## src/rtl/core/lpp_tfe_pkg.sv

```systemverilog
// ----------------------------------------------------------------------------
// lpp_tfe_pkg
// Shared types, constants and the type-length table for the telemetry
// field extractor.
// ----------------------------------------------------------------------------
package lpp_tfe_pkg;

  // Record types that carry a value the block keeps.
  localparam logic [7:0]  TYPE_TEMPERATURE = 8'd103;
  localparam logic [7:0]  TYPE_VOLTAGE     = 8'd116;

  // Temperature reported when no temperature record was seen.
  localparam logic [15:0] TEMP_ABSENT      = 16'h7FFF;

  // Position of the walk inside the record chain.
  typedef enum logic [1:0] {
    PH_CHAN  = 2'd0,
    PH_TYPE  = 2'd1,
    PH_VALUE = 2'd2,
    PH_STOP  = 2'd3
  } phase_t;

  // One payload beat as it enters the walker.
  typedef struct packed {
    logic       take;
    logic [7:0] data;
    logic       present;
    logic       last;
  } beat_t;

  // Held values after the current beat has been applied.
  typedef struct packed {
    logic [15:0] battery;
    logic [15:0] temp;
  } result_t;

  // Value length of a known record type; zero marks an unknown type.
  function automatic logic [3:0] value_length(input logic [7:0] t);
    logic [3:0] len;
    unique case (t)
      8'd0, 8'd1, 8'd102, 8'd104, 8'd120, 8'd142: len = 4'd1;
      8'd2, 8'd3, 8'd101, 8'd103, 8'd115, 8'd116,
      8'd117, 8'd121, 8'd125, 8'd128:              len = 4'd2;
      8'd118, 8'd134:                              len = 4'd4;
      8'd113:                                      len = 4'd6;
      8'd136:                                      len = 4'd9;
      default:                                     len = 4'd0;
    endcase
    return len;
  endfunction

endpackage

```

## src/rtl/core/lpp_tfe_walker.sv

```systemverilog
// ----------------------------------------------------------------------------
// lpp_tfe_walker
// Record walker: tracks the channel/type/value layout, keeps the latest
// battery and temperature values, and clears itself after the final beat.
// ----------------------------------------------------------------------------
module lpp_tfe_walker (
  input  logic                 clk,
  input  logic                 rst,
  input  lpp_tfe_pkg::beat_t   beat,
  output lpp_tfe_pkg::result_t result
);

  lpp_tfe_pkg::phase_t phase, phase_next;
  logic [3:0]  bytes_left, bytes_left_next;
  logic [7:0]  record_type, record_type_next;
  logic [7:0]  high_value_byte, high_value_byte_next;
  logic [15:0] battery_hold, battery_hold_next;
  logic [15:0] temp_hold, temp_hold_next;

  logic        use_byte;
  logic [3:0]  len;
  logic        value_end;
  logic [15:0] value_word;
  logic [15:0] value_times_ten;

  assign use_byte        = beat.take & beat.present;
  assign len             = lpp_tfe_pkg::value_length(beat.data);
  assign value_end       = use_byte && (phase == lpp_tfe_pkg::PH_VALUE) && (bytes_left <= 4'd1);
  assign value_word      = {high_value_byte, beat.data};
  // Times ten as 8x + 2x, kept to 16 bits.
  assign value_times_ten = {value_word[12:0], 3'b000} + {value_word[14:0], 1'b0};

  // Next state of the walk.
  always_comb begin
    phase_next      = phase;
    bytes_left_next = bytes_left;
    if (use_byte) begin
      unique case (phase)
        lpp_tfe_pkg::PH_CHAN: begin
          phase_next = lpp_tfe_pkg::PH_TYPE;
        end
        lpp_tfe_pkg::PH_TYPE: begin
          if (len == 4'd0) begin
            phase_next = lpp_tfe_pkg::PH_STOP;
          end else begin
            bytes_left_next = len;
            phase_next      = lpp_tfe_pkg::PH_VALUE;
          end
        end
        lpp_tfe_pkg::PH_VALUE: begin
          if (bytes_left <= 4'd1) begin
            bytes_left_next = 4'd0;
            phase_next      = lpp_tfe_pkg::PH_CHAN;
          end else begin
            bytes_left_next = bytes_left - 4'd1;
          end
        end
        lpp_tfe_pkg::PH_STOP: begin
          phase_next = lpp_tfe_pkg::PH_STOP;
        end
        default: begin
          phase_next = phase;
        end
      endcase
    end
  end

  // Datapath updates that follow the walk.
  always_comb begin
    record_type_next     = record_type;
    high_value_byte_next = high_value_byte;
    battery_hold_next    = battery_hold;
    temp_hold_next       = temp_hold;
    if (use_byte && (phase == lpp_tfe_pkg::PH_TYPE) && (len != 4'd0)) begin
      record_type_next = beat.data;
    end
    if (use_byte && (phase == lpp_tfe_pkg::PH_VALUE)) begin
      high_value_byte_next = beat.data;
    end
    if (value_end && (record_type == lpp_tfe_pkg::TYPE_VOLTAGE)) begin
      battery_hold_next = value_times_ten;
    end
    if (value_end && (record_type == lpp_tfe_pkg::TYPE_TEMPERATURE)) begin
      temp_hold_next = value_word;
    end
  end

  // The result reflects the beat just applied, ahead of the end-of-payload clear.
  assign result.battery = battery_hold_next;
  assign result.temp    = temp_hold_next;

  always_ff @(posedge clk) begin
    if (rst || (beat.take && beat.last)) begin
      phase           <= lpp_tfe_pkg::PH_CHAN;
      bytes_left      <= 4'd0;
      record_type     <= 8'd0;
      high_value_byte <= 8'd0;
      battery_hold    <= 16'd0;
      temp_hold       <= lpp_tfe_pkg::TEMP_ABSENT;
    end else begin
      phase           <= phase_next;
      bytes_left      <= bytes_left_next;
      record_type     <= record_type_next;
      high_value_byte <= high_value_byte_next;
      battery_hold    <= battery_hold_next;
      temp_hold       <= temp_hold_next;
    end
  end

endmodule

```

## src/rtl/core/lpp_telemetry_field_extractor_unit.sv

```systemverilog
// ----------------------------------------------------------------------------
// lpp_telemetry_field_extractor_unit
// Walks a telemetry payload one byte per beat and reports the last battery
// voltage and temperature found when the payload ends.
// ----------------------------------------------------------------------------
//
//  Channel | Handshake          | Payload
//  --------+--------------------+-----------------------------------------
//  in      | in_valid/in_stall  | data_byte, byte_present, last_byte
//  out     | out_valid/out_stall| battery_mv, temp_decideg
//
// One input beat is taken every cycle while in_stall is low. A beat is
// captured in an input register, then walked through the record decoder
// and, on the final beat, written to the result register.
// Reset (rst, synchronous) empties both registers and returns the walker to
// the start of a record with no held values. Input is stalled only when a
// final beat sits in the input register while a previous result is still
// waiting downstream; other beats keep flowing under an output stall.
//
module lpp_telemetry_field_extractor_unit (
  input  logic               clk,
  input  logic               rst,
  input  logic               in_valid,
  output logic               in_stall,
  input  logic [7:0]         data_byte,
  input  logic               byte_present,
  input  logic               last_byte,
  output logic               out_valid,
  input  logic               out_stall,
  output logic [15:0]        battery_mv,
  output logic signed [15:0] temp_decideg
);

  // Input register stage.
  logic       s1_valid;
  logic [7:0] s1_data;
  logic       s1_present;
  logic       s1_last;

  // A final beat cannot move on while the result register is occupied and
  // held by the downstream side.
  logic s1_hold;

  lpp_tfe_pkg::beat_t   beat;
  lpp_tfe_pkg::result_t result;

  assign s1_hold  = s1_valid & s1_last & out_valid & out_stall;
  assign in_stall = s1_hold;

  always_ff @(posedge clk) begin
    if (rst) begin
      s1_valid <= 1'b0;
    end else if (!s1_hold) begin
      s1_valid <= in_valid;
    end
  end

  always_ff @(posedge clk) begin
    if (!s1_hold && in_valid) begin
      s1_data    <= data_byte;
      s1_present <= byte_present;
      s1_last    <= last_byte;
    end
  end

  assign beat.take    = s1_valid & ~s1_hold;
  assign beat.data    = s1_data;
  assign beat.present = s1_present;
  assign beat.last    = s1_last;

  lpp_tfe_walker u_walker (
    .clk    (clk),
    .rst    (rst),
    .beat   (beat),
    .result (result)
  );

  // Result register: loaded by each final beat, emptied when taken.
  always_ff @(posedge clk) begin
    if (rst) begin
      out_valid <= 1'b0;
    end else if (beat.take && beat.last) begin
      out_valid <= 1'b1;
    end else if (!out_stall) begin
      out_valid <= 1'b0;
    end
  end

  always_ff @(posedge clk) begin
    if (beat.take && beat.last) begin
      battery_mv   <= result.battery;
      temp_decideg <= $signed(result.temp);
    end
  end

endmodule
```

## config.mk

```make
export PLATFORM = sky130hd
export DESIGN_NAME = lpp_telemetry_field_extractor_unit
export DESIGN_NICKNAME = d
export VERILOG_FILES = /design/src/rtl/core/lpp_tfe_pkg.sv /design/src/rtl/core/lpp_tfe_walker.sv /design/src/rtl/core/lpp_telemetry_field_extractor_unit.sv
export SDC_FILE = /design/constraint.sdc
export NUM_CORES = 1
export LEC_CHECK = 0
export BUFFER_PORTS_ARGS = -buffer_cell sky130_fd_sc_hd__buf_2
export CORE_ASPECT_RATIO = 0.9
export CORE_MARGIN = 4
export CORE_UTILIZATION = 35
export DETAILED_ROUTE_END_ITERATION = 8
export HOLD_SLACK_MARGIN = 0.08
export SLEW_MARGIN = 20
export SYNTH_ARGS = -nofsm -noshare
export SYNTH_HDL_FRONTEND = slang
export SYNTH_SLANG_ARGS = --single-unit
```

## constraint.sdc

```tcl
create_clock -name clk -period 4.4 [get_ports clk]
set_input_delay 0.88 -clock clk [delete_from_list [all_inputs] [get_ports clk]]
set_output_delay 0.88 -clock clk [all_outputs]
set_load 0.02 [all_outputs]
```

Word-level counts from Yosys, hierarchy flattened
Cells that the tools add are included.
W data, S select, Z words.
- bits in registers: 98
- bits of input ports: 14
- output and inout bits: 34
- logic and storage cells: 80
- add/sub/neg operators: 2
- magnitude comparators: 1
- equal/unequal tests: 27
- mux-type cells: 11
- bitwise gates (word level): 6
- reductions and logical operators: 20
- operators with widths (cell ; number):
    $eq A8 B7 Y1 const B ; 14
    $eq A8 B8 Y1 const B ; 4
    $mux W16 ; 2
    $pmux W4 S5 ; 1
    $add A16 B16 Y16 ; 1
    $eq A8 B2 Y1 const B ; 2
    $reduce_or A10 Y1 ; 1
    $eq A8 B1 Y1 const B ; 1
    $logic_and A1 B1 Y1 ; 8
    $logic_not A8 Y1 ; 1
    $mux W4 ; 2
    $pmux W2 S4 ; 1
    $pmux W4 S2 ; 1
    $reduce_or A6 Y1 ; 1
    $and A1 B1 Y1 ; 5
    $eq A2 B2 Y1 const B ; 2
    $le A4 B1 Y1 const B ; 1
    $logic_not A4 Y1 ; 1
    $ne A2 B1 Y1 const B ; 2
    $reduce_bool A4 Y1 ; 1
    $sub A4 B1 Y4 const B ; 1
    $mux W1 ; 3
    $reduce_and A3 Y1 ; 1
    $eq A2 B1 Y1 const B ; 1
    9 further kinds ; 9

Longest topological paths before layout
Gate-level depths: netlist of the first run.
- word-level depth: 10
- gate-level depth with buffers: 9
- mapped depth without buffers: 9

Cells and area by module
A second synthesis of the first run with hierarchy kept.
- cells, all modules: 413
- area, all modules: 4450.5 µm²
- modules (own cells, without submodules) (module ; times used ; cells each ; area an instance (µm²) ; sequential area each (µm²)):
    lpp_tfe_walker ; 1 ; 358 ; 3090.5 ; 1081.0
    lpp_telemetry_field_extractor_unit ; 1 ; 55 ; 1360.1 ; 1301.2

Worst setup path before layout of the first run
No wires, ideal clock.
- kind: in2reg
- start: input port out_stall
- end: register u_walker.battery_hold[0]
- setup time: 0.115 ns
- arrival time: 3.473 ns
- required time: 4.285 ns
- slack: 0.811 ns
- cell stages on the path: 4
- buffers on the path: 1
- cell sequence: a21oi_1 -> nor2_1 -> clkbuf_1 -> and3_1
- longest elaborated chain between the ends: 8
- elaborated cells between the ends (all ways): 10
- those cells by class: mux (1); bitwise (4); reduce/logical (5)
- ends and longest elaborated chain (item ; RTL line ; source):
    from (decl) ; lpp_telemetry_field_extractor_unit.sv:29 ; input logic out_stall,
    $and A1 B1 Y1 (*) ; lpp_telemetry_field_extractor_unit.sv:47 ; assign s1_hold = s1_valid & s1_last & out_valid & out_stall;
    $not A1 Y1 (*) ; lpp_telemetry_field_extractor_unit.sv:66 ; assign beat.take = s1_valid & ~s1_hold;
    $and A1 B1 Y1 (*) ; lpp_telemetry_field_extractor_unit.sv:66 ;
    $and A1 B1 Y1 ; lpp_tfe_walker.sv:26 ; assign use_byte = beat.take & beat.present;
    $logic_and A1 B1 Y1 (2 in a row) ; lpp_tfe_walker.sv:28 ; assign value_end = use_byte && (phase == lpp_tfe_pkg::PH_VALUE) && (bytes_left <= 4'd1);
    $logic_and A1 B1 Y1 ; lpp_tfe_walker.sv:80 ; if (value_end && (record_type == lpp_tfe_pkg::TYPE_VOLTAGE)) begin
    $mux W16 ; lpp_tfe_walker.sv:80 ;
    to (signal assigned) ; lpp_tfe_walker.sv:105 ; battery_hold <= battery_hold_next;
    to (decl) ; lpp_tfe_walker.sv:17 ; logic [15:0] battery_hold, battery_hold_next;
Mark *: on every way between the ends. The rest lies on a longest branch, timed or not.
A chain may end at the register's enable or synchronous reset.

==> impl_metrics.json, run 1 <==
{
  "grt_pass1_vias": 2914,
  "drt_iter0_drc": 187,
  "synth_area_leaders": "edfxtp_1, dfxtp_1, mux2_2, ha_1, nand2_1",
  "clk_latency_ns": 0.34,
  "layout_min_cycle_time_ns": 2.641,
  "syn_to_final_growth_pct": 16.82,
  "status": "complete, no violations",
  "vias": 3039,
  "cts_tree": "done",
  "nets": 478,
  "critPathMaxFanout": 13,
  "endpoint_kind": "register",
  "finalSetupTns_ns": 0,
  "first_pass_iters": 4,
  "routed_wl_mm": 9.059,
  "io_pins": 48,
  "netlist_instances": 403,
  "slew_viol_final": 0,
  "cp_slowest_cell": "edfxtp_1",
  "detail_route.wl_per_cell_um": 14.75,
  "worstPathCellList": "ha_1, inv_1, fa_1, nor2b_1, o2111ai_1, a21oi_1, nor2_1, a211oi_1, nor2_1",
  "antenna_found_initial": 0,
  "grt_use_total": 0.1303,
  "yosysTopAreaCellShare": 0.2878,
  "rows": 38,
  "worst_pin_slew_ns": 0.7184,
  "ys_ff_latch": 98,
  "hold_class": "reg -> reg",
  "grt-ovfl-total": 0,
  "dieHeight_um": 114.1,
  "grt_max_degree": 38,
  "vias_per_cell": 4.950,
  "synthArstFlopShare": 0,
  "rsz0062_at_grt": "false",
  "fillers": 1193,
  "postCtsSetupBuffers": 0,
  "fin_skew_ns": 0.007202,
  "post-route-period-util": 0.6003,
  "final_hold_viol_count": 0,
  "cts_hold_buf": 0,
  "cts.sinks": 98,
  "power.density_nw_per_um2": 372.6,
  "die_area_um2": 14380,
  "yosysWarnings": 0,
  "cts_made_buffers": 9,
  "finalSetupViolations": 0,
  "htreeDepth": 3,
  "path_common_cell": "nor2_1",
  "clk_pin_slew_worst_paths_ns": 0.07,
  "diodes": 0,
  "cp_num_buf_inv": 1,
  "max_slew_margin": 0.5160,
  "synth_top_area_cell": "edfxtp_1",
  "drc": 0,
  "crit_family": "adder cells",
  "synthesis.area_um2": 4382,
  "synthDistinctLibCells": 57,
  "cts_resized": 0,
  "ir_drop_mv": 0.2526,
  "holdWs_ns": 0.4609,
  "avgSynthCellArea_um2": 10.87,
  "synth-edff-count": 42,
  "start_kind": "register",
  "slowest_delay_ns": 0.66,
  "routabilityCongestion": 0.8553,
  "p_leak_nw": 2.014,
  "maxCapViolCount": 0,
  "grt_pass1_wl_mm": 14.93,
  "synth_nets": 432,
  "cp.required_ns": 4.49,
  "port_buffers": 47,
  "synth_top_flop_cell": "dfxtp_1",
  "clockBufferDepth": 2,
  "die_w_um": 125.9,
  "crit_type": "reg -> reg",
  "fmax_ghz": 0.3786,
  "start_util": 0.3600,
  "yosysSeqAreaShare": 0.5437,
  "dpl.hpwl_mm": 6.077,
  "cp_data_arrival_time_ns": 2.73,
  "drive_gt1_frac": 0.2203,
  "core_area_um2": 12170,
  "root_buffer": "clkbuf_16",
  "ant_nets": 0
}
[power breakdown]
part | total (W) | switching (W) | internal (W)
combinational | 0.000102 | 0.0000650 | 0.0000372
sequential | 0.000977 | 0.0000185 | 0.000959
clock | 0.000828 | 0.000347 | 0.000481
total | 0.00191 | 0.000431 | 0.00148
[flip-flops by register name, indices dropped and copies added (netlist names)]
signal,flops
battery_mv,16
s1_valid,1
u_walker.high_value_byte,8
u_walker.phase,2
temp_decideg,16
u_walker.bytes_left,4
u_walker.temp_hold,16
s1_present,1
u_walker.record_type,8
s1_data,8
u_walker.battery_hold,16
s1_last,1
out_valid,1
[Yosys cell counts (2+ instances only)]
cell type   n
nand3b_1    4
inv_1       7
and2_1      9
nand2_1    42
dfxtp_1    56
or4_4       2
nor2b_1     4
o21bai_1    2
a21oi_1    24
a21o_1      5
nor4b_1     2
xor2_1      3
nand3_1    13
a211oi_1    3
o21ai_0    22
edfxtp_1   42
clkbuf_1   10
nor4_2      2
nor2_1     23
buf_2       6
o211ai_1    2
nor4bb_1    2
a41oi_1     2
ha_1       14
nor3_1      8
xnor2_1     5
nand2b_1   23
or3_1       4
mux2i_1     9
mux2_2     19
o31ai_1     3
and3_1      3
o21ai_1     4
[layout by cell type, fill, tap and decap left out, drive strengths merged, types with 5 or more instances in the layout]
| master | instances |
|---|---|
| nand3 | 13 |
| mux2i | 9 |
| dfxtp | 56 |
| inv | 11 |
| nand2 | 42 |
| ha | 14 |
| clkbuf | 10 |
| xnor2 | 5 |
| mux2 | 19 |
| a21o | 5 |
| nor3 | 9 |
| nor2 | 23 |
| nand2b | 23 |
| buf | 52 |
| o21ai | 26 |
| a21oi | 24 |
| edfxtp | 42 |
| and2 | 9 |
[area by class of cell]
cell class / count / area (um^2) / area share
sequential: 98 / 2382 / 0.4654
multi-input combinational: 281 / 1919 / 0.3750
timing repair buffer: 52 / 272.8 / 0.05329
clock buffer: 10 / 250.2 / 0.04889
tap: 160 / 200.2 / 0.03911
clock inverter: 6 / 67.56 / 0.01320
inverter: 7 / 26.28 / 0.005133
[stage by stage]
stage               utilization  std cells  power, W  area, um^2  setup slack (ns)
floorplan                     -        403  0.001064        4382            0.8113
global placement         0.3935        598  0.001099        4790             1.753
detailed placement       0.3935        598  0.001100        4790             1.667
CTS                      0.4196        614  0.001930        5107             1.667
global route             0.4205        614  0.001983        5119             1.476
finish                   0.4205        614  0.001907        5119             1.759
[worst min-delay path: stages, from the launching register on]
cell	delay, ns
dfxtp_1	0.30
nand2_1	0.06
a21oi_1	0.06
[logic make-up after synthesis]
group / count (synthesis) / share of synthesized area
fa+ha+maj: 15 / 0.04455
mux: 28 / 0.06939
flops: 98 / 0.5437
xor+xnor: 8 / 0.01599
buf+inv: 24 / 0.02399
simple gates: 151 / 0.1882
compound gates: 79 / 0.1142
[metal layers]
layer	vias up	routed length, um	GRT usage
met4	0	119	0.04074
li1	1548	-	-
met1	1416	4484	0.1818
met3	9	398	0.03218
met2	66	4057	0.2006
met5	-	0	0
[final timing paths]
path | startpoint | end | slack, ns | cells after the start
setup reg to reg | s1_data[2]$_DFFE_PP_ | battery_mv[15]$_DFFE_PP_ | 1.76 | 9
hold / removal | u_walker.battery_hold[14]$_SDFF_PP0_ | u_walker.battery_hold[14]$_SDFF_PP0_ | 0.46 | 2
hold reg to reg | u_walker.battery_hold[14]$_SDFF_PP0_ | u_walker.battery_hold[14]$_SDFF_PP0_ | 0.46 | 2
setup / recovery | s1_data[2]$_DFFE_PP_ | battery_mv[15]$_DFFE_PP_ | 1.76 | 9
No activity file was read; power rests on OpenSTA's default activity.
==> run 2: changes to the inputs <==
Clock period 4.4 ns to 2.22 ns, I/O delays scaled along.
==> run 2 against run 1 <==
The flow now finishes with violations (negative setup slack). Utilization grew 3.9 points. Cell count grew 7.0%. Sequential power grew 97%. Clock power grew 78%. Sequential share of layout area shrank 3.9 points. Combinational power grew to 3.1 times the previous value. Sequential cell count is the same. Largest cell class unchanged.
==> impl_metrics.json, run 2 (synthesis results as in run 1) <==
{
  "status": "finished with violations",
  "violations": "negative setup slack",
  "drive_gt1_frac": 0.3320,
  "finalSetupViolations": 3,
  "crit_type": "reg -> reg",
  "post-route-period-util": 1.018,
  "endpoint_kind": "register",
  "crit_path_end": "u_walker.battery_hold[12]$_SDFF_PP0_",
  "p_leak_nw": 2.215,
  "start_kind": "register",
  "nets": 521,
  "ff2ff_path_depth": 7,
  "min_delay_path_depth": 1,
  "die_w_um": 125.9,
  "rsz0062_at_grt": "true",
  "io_pins": 48,
  "rows": 38,
  "regToRegSetupSlack_ns": -0.04,
  "finalSetupTns_ns": -0.08455,
  "max_slew_margin": 0.3367,
  "maxCapViolCount": 0,
  "fillers": 1171,
  "grt-ovfl-total": 0,
  "grt_pass1_vias": 3163,
  "crit_family": "compound AO/OA/AOI/OAI gates",
  "first_pass_iters": 5,
  "routed_wl_mm": 9.989,
  "grt_pass1_wl_mm": 16.01,
  "worst_pin_slew_ns": 0.9938,
  "clk_latency_ns": 0.35,
  "start_util": 0.3600,
  "power.density_nw_per_um2": 662.7,
  "drc": 0,
  "htreeDepth": 3,
  "met1_usage": 0.1927,
  "cts_made_buffers": 9,
  "cp_num_buf_inv": 0,
  "syn_to_final_growth_pct": 27.64,
  "cp_data_arrival_time_ns": 2.52,
  "critPathLaunch": "s1_data[5]$_DFFE_PP_",
  "detail_route.wl_per_cell_um": 15.20,
  "worstReg2RegStart": "s1_data[5]$_DFFE_PP_",
  "ant_nets": 0,
  "cp.required_ns": 2.48,
  "top_usage_layer": "met2",
  "grt_use_total": 0.1417,
  "worstPathCellList": "ha_1, o21a_1, o21ai_0, nand2b_1, a41oi_2, mux2_2, a21oi_1",
  "numPlacedInstances": 631,
  "critPathMaxFanout": 6,
  "cts.sinks": 98,
  "vias": 3251,
  "fmax_ghz": 0.4424,
  "dieHeight_um": 114.1,
  "stdcell_count": 657,
  "hold_class": "in -> reg",
  "grt_util_met3": 0.03591,
  "slew_viol_final": 0,
  "cts_hold_buf": 0,
  "dpl.hpwl_mm": 6.888,
  "layout_commonest_cell": "dfxtp_1",
  "diodes": 0,
  "cp_slowest_cell": "edfxtp_1",
  "setup_ws_ns": -0.04045,
  "ir_drop_mv": 0.4589,
  "met2_usage": 0.2152,
  "die_area_um2": 14380,
  "timing.rr.end": "u_walker.battery_hold[12]$_SDFF_PP0_",
  "cts_tree": "done",
  "routabilityCongestion": 0.8368,
  "drt_iter0_drc": 228,
  "slowest_delay_ns": 0.49,
  "final_hold_viol_count": 0,
  "layout_min_cycle_time_ns": 2.260,
  "antenna_found_initial": 0,
  "grt_max_degree": 33,
  "root_buffer": "clkbuf_16",
  "port_buffers": 47,
  "clk_pin_slew_worst_paths_ns": 0.07,
  "fin_skew_ns": 0.008768,
  "vias_per_cell": 4.948,
  "path_depth": 7,
  "final_cell_mix": "dfxtp_1, buf_2, buf_4, edfxtp_1, nand2_1",
  "core_area_um2": 12170,
  "clockBufferDepth": 2
}
-- run 2: cell types whose count changed in the layout (fill, tap and decap cells not counted), sizes merged --
cell,before,now
buf,52,95
inv,11,7
clkbuf,10,13
clkinvlp,0,2
bufinv,1,0
-- run 2: report_power, final --
group	switching, W	internal, W
clock	0.000643	0.000823
combinational	0.000184	0.000137
sequential	0.0000182	0.00190
-- run 2: worst register-to-register path: stages (launching register included) --
cell and delay, ns:
edfxtp_1 0.49, ha_1 0.45, o21a_1 0.15, o21ai_0 0.18, nand2b_1 0.15, a41oi_2 0.24, mux2_2 0.37, a21oi_1 0.15
-- run 2: area by class of cell --
class                           instances  area, um^2  share of cell area
Clock buffer                           13       260.3             0.04653
Clock inverter                          3       23.77            0.004251
Inverter                                7       26.28            0.004698
Multi-Input combinational cell        281        2083              0.3725
Sequential cell                        98        2384              0.4262
Tap cell                              160       200.2             0.03579
Timing Repair Buffer                   95       615.6              0.1101
-- run 2: how the worst min path moves through the flow --
stage,start,end
after floorplan,u_walker.battery_hold[12]$_SDFF_PP0_,u_walker.battery_hold[12]$_SDFF_PP0_
after global placement,u_walker.battery_hold[1]$_SDFF_PP0_,u_walker.battery_hold[1]$_SDFF_PP0_
after detailed placement,u_walker.battery_hold[3]$_SDFF_PP0_,u_walker.battery_hold[3]$_SDFF_PP0_
after CTS,byte_present,s1_present$_DFFE_PP_
after global routing,data_byte[5],s1_data[5]$_DFFE_PP_
final,byte_present,s1_present$_DFFE_PP_
-- run 2: timing repair --
action                                  in CTS  in global routing
buffers inserted                             4                  6
resized for setup                            9                 30
endpoints found under the hold margin        0                  0
pin swaps                                    4                 10
endpoints found under the setup margin      12                 24
-- run 2: metal layers --
layer  vias up  part of all wire  routed length, um
met5         -                 0                  0
met4         0             0.015                150
met3         9             0.046                463
met2        77              0.46               4598
met1      1533              0.48               4776
li1       1632                 -                  -
-- run 2: stage by stage --
stage | utilization | total power, W | hold WS (ns) | setup slack, ns | instance area, um^2
after floorplan | - | 0.002110 | 0.4394 | -0.03151 | 4404
after global placement | 0.4165 | 0.002223 | 0.4470 | -0.008754 | 5070
after detailed placement | 0.4165 | 0.002226 | 0.4525 | -0.1701 | 5070
after CTS | 0.4449 | 0.003721 | 0.2611 | -0.04253 | 5415
after global routing | 0.4595 | 0.003867 | 0.2604 | -0.1840 | 5593
final | 0.4595 | 0.003706 | 0.2714 | -0.04045 | 5593
==> run 3: changes to the inputs <==
Settings changed: CTS_BUF_LIST set to sky130_fd_sc_hd__clkbuf_4 sky130_fd_sc_hd__clkbuf_8 sky130_fd_sc_hd__clkbuf_16.
Clock period 2.22 ns to 2.9 ns, I/O delays scaled along.
==> run 3 against run 2 <==
The run now ends clean. Worst setup slack better by 0.37 ns. Critical path depth grew 2. First-iteration DRC count is 3.9% higher. Hold slack improved by 0.14 ns. Register-to-register slack gained 0.37 ns. Sequential cell count stayed put. Sequential share of layout area increased by 4.1 points. Clock-buffer cell count is 3 lower. Largest cell class unchanged. Largest power group unchanged. Highest routed layer unchanged.
==> impl_metrics.json, run 3 (synthesis results as in run 1) <==
{
  "rsz0062_at_grt": "false",
  "grt_pass1_vias": 3015,
  "ir_drop_mv": 0.3053,
  "power.density_nw_per_um2": 548.4,
  "routed_wl_mm": 8.709,
  "final_cell_mix": "dfxtp_1, buf_2, nand2_1, edfxtp_1",
  "maxCapViolCount": 0,
  "p_leak_nw": 2.011,
  "syn_to_final_growth_pct": 16.42,
  "root_buffer": "clkbuf_16",
  "core_area_um2": 12170,
  "dieHeight_um": 114.1,
  "hold_class": "in -> reg",
  "grt_pass1_wl_mm": 14.88,
  "io_pins": 48,
  "status": "complete, no violations",
  "layout_commonest_cell": "dfxtp_1",
  "cts_hold_buf": 0,
  "cts_tree": "done",
  "cts_made_buffers": 9,
  "critPathMaxFanout": 11,
  "drc": 0,
  "port_buffers": 47,
  "vias_per_cell": 4.940,
  "htreeDepth": 3,
  "start_kind": "register",
  "clk_latency_ns": 0.34,
  "ant_nets": 0,
  "postCtsSetupBuffers": 0,
  "grt_use_total": 0.1279,
  "vias": 3043,
  "cts.sinks": 98,
  "detail_route.wl_per_cell_um": 14.14,
  "cp_data_arrival_time_ns": 2.67,
  "post-route-period-util": 0.8873,
  "power_w": 0.002797,
  "worst_pin_slew_ns": 0.9725,
  "cp.required_ns": 2.99,
  "post-route-util": 0.4191,
  "die_w_um": 125.9,
  "switching_power_w": 0.0006594,
  "grt-ovfl-total": 0,
  "start_util": 0.3600,
  "grt_max_degree": 38,
  "antenna_found_initial": 0,
  "dp_slack_ns": 0.3597,
  "crit_type": "reg -> reg",
  "slew_viol_final": 0,
  "power.share.combinational": 0.056,
  "cts_resized": 0,
  "fin_skew_ns": 0.009067,
  "drt_iter0_drc": 237,
  "max_slew_margin": 0.3478,
  "routabilityCongestion": 0.8772,
  "endpoint_kind": "register",
  "nets": 480,
  "clk_pin_slew_worst_paths_ns": 0.07,
  "first_pass_iters": 4,
  "p_int_w": 0.002138,
  "finalSetupTns_ns": 0,
  "dpl.hpwl_mm": 6.136,
  "switching_share": 0.2357,
  "setup_ws_ns": 0.3268,
  "diodes": 0,
  "final_hold_viol_count": 0,
  "layout_min_cycle_time_ns": 2.573,
  "drive_gt1_frac": 0.2215,
  "die_area_um2": 14380,
  "pwr-share-seq": 0.529,
  "fmax_ghz": 0.3886,
  "clockBufferDepth": 2,
  "rows": 38,
  "p_clk_frac": 0.415,
  "finalSetupViolations": 0
}
run 3: cell types whose count changed in the layout (fill, tap and decap cells not counted), moves of 3 or more:
cell and delta:
a21oi_2 -5, ha_1 +4, a21oi_1 +5, buf_4 -38, o21ai_1 -3, ha_4 -3, o21ai_0 +5
run 3: per-layer routing:
metal | GRT usage | up-vias | routed length, um
li1 | - | 1547 | -
met1 | 0.1797 | 1401 | 4308
met2 | 0.1889 | 82 | 3767
met3 | 0.03545 | 13 | 462
met4 | 0.04718 | 0 | 171
met5 | 0 | - | 0
run 3: layout make-up:
class,instances,area (um^2)
well taps,160,200.2
inverters,7,26.28
fillers,1196,7071
multi-input cells,281,1908
flip-flops and latches,98,2382
clock buffers,10,239.0
repair buffers,54,287.8
clock inverters,6,57.56
run 3: per-stage QoR:
stage / cells / hold WS (ns) / cell area, um^2
after floorplan: 403 / 0.4394 / 4385
after global placement: 600 / 0.4465 / 4805
after detailed placement: 600 / 0.4529 / 4805
after CTS: 616 / 0.3958 / 5101
after global routing: 616 / 0.3930 / 5101
final: 616 / 0.4091 / 5101
run 3: path summary, 6_finish.rpt:
check | startpoint | endpoint | slack (ns) | depth (start not counted)
min | data_byte[0] | s1_data[0]$_DFFE_PP_ | 0.41 | 1
min reg2reg | u_walker.battery_hold[3]$_SDFF_PP0_ | u_walker.battery_hold[3]$_SDFF_PP0_ | 0.46 | 2
max reg2reg | s1_data[0]$_DFFE_PP_ | battery_mv[15]$_DFFE_PP_ | 0.33 | 9
max | s1_data[0]$_DFFE_PP_ | battery_mv[15]$_DFFE_PP_ | 0.33 | 9
run 3: power by group through the flow:
stage                     Combinational [W]  Clock (W)  Sequential (W)
after floorplan                    0.000103          0         0.00151
after global placement             0.000158          0         0.00151
final                              0.000156    0.00116         0.00148
after global routing               0.000175    0.00126         0.00148
after CTS                          0.000159    0.00120         0.00148
after detailed placement           0.000158          0         0.00151
run 3: critical path, stage by stage (launching register included):
cell and delay, ns:
edfxtp_1 0.62, ha_1 0.25, inv_1 0.06, fa_1 0.40, nor2b_1 0.16, o2111ai_1 0.17, a21oi_1 0.24, nor2_1 0.08
a211oi_1 0.27, nor2_1 0.08
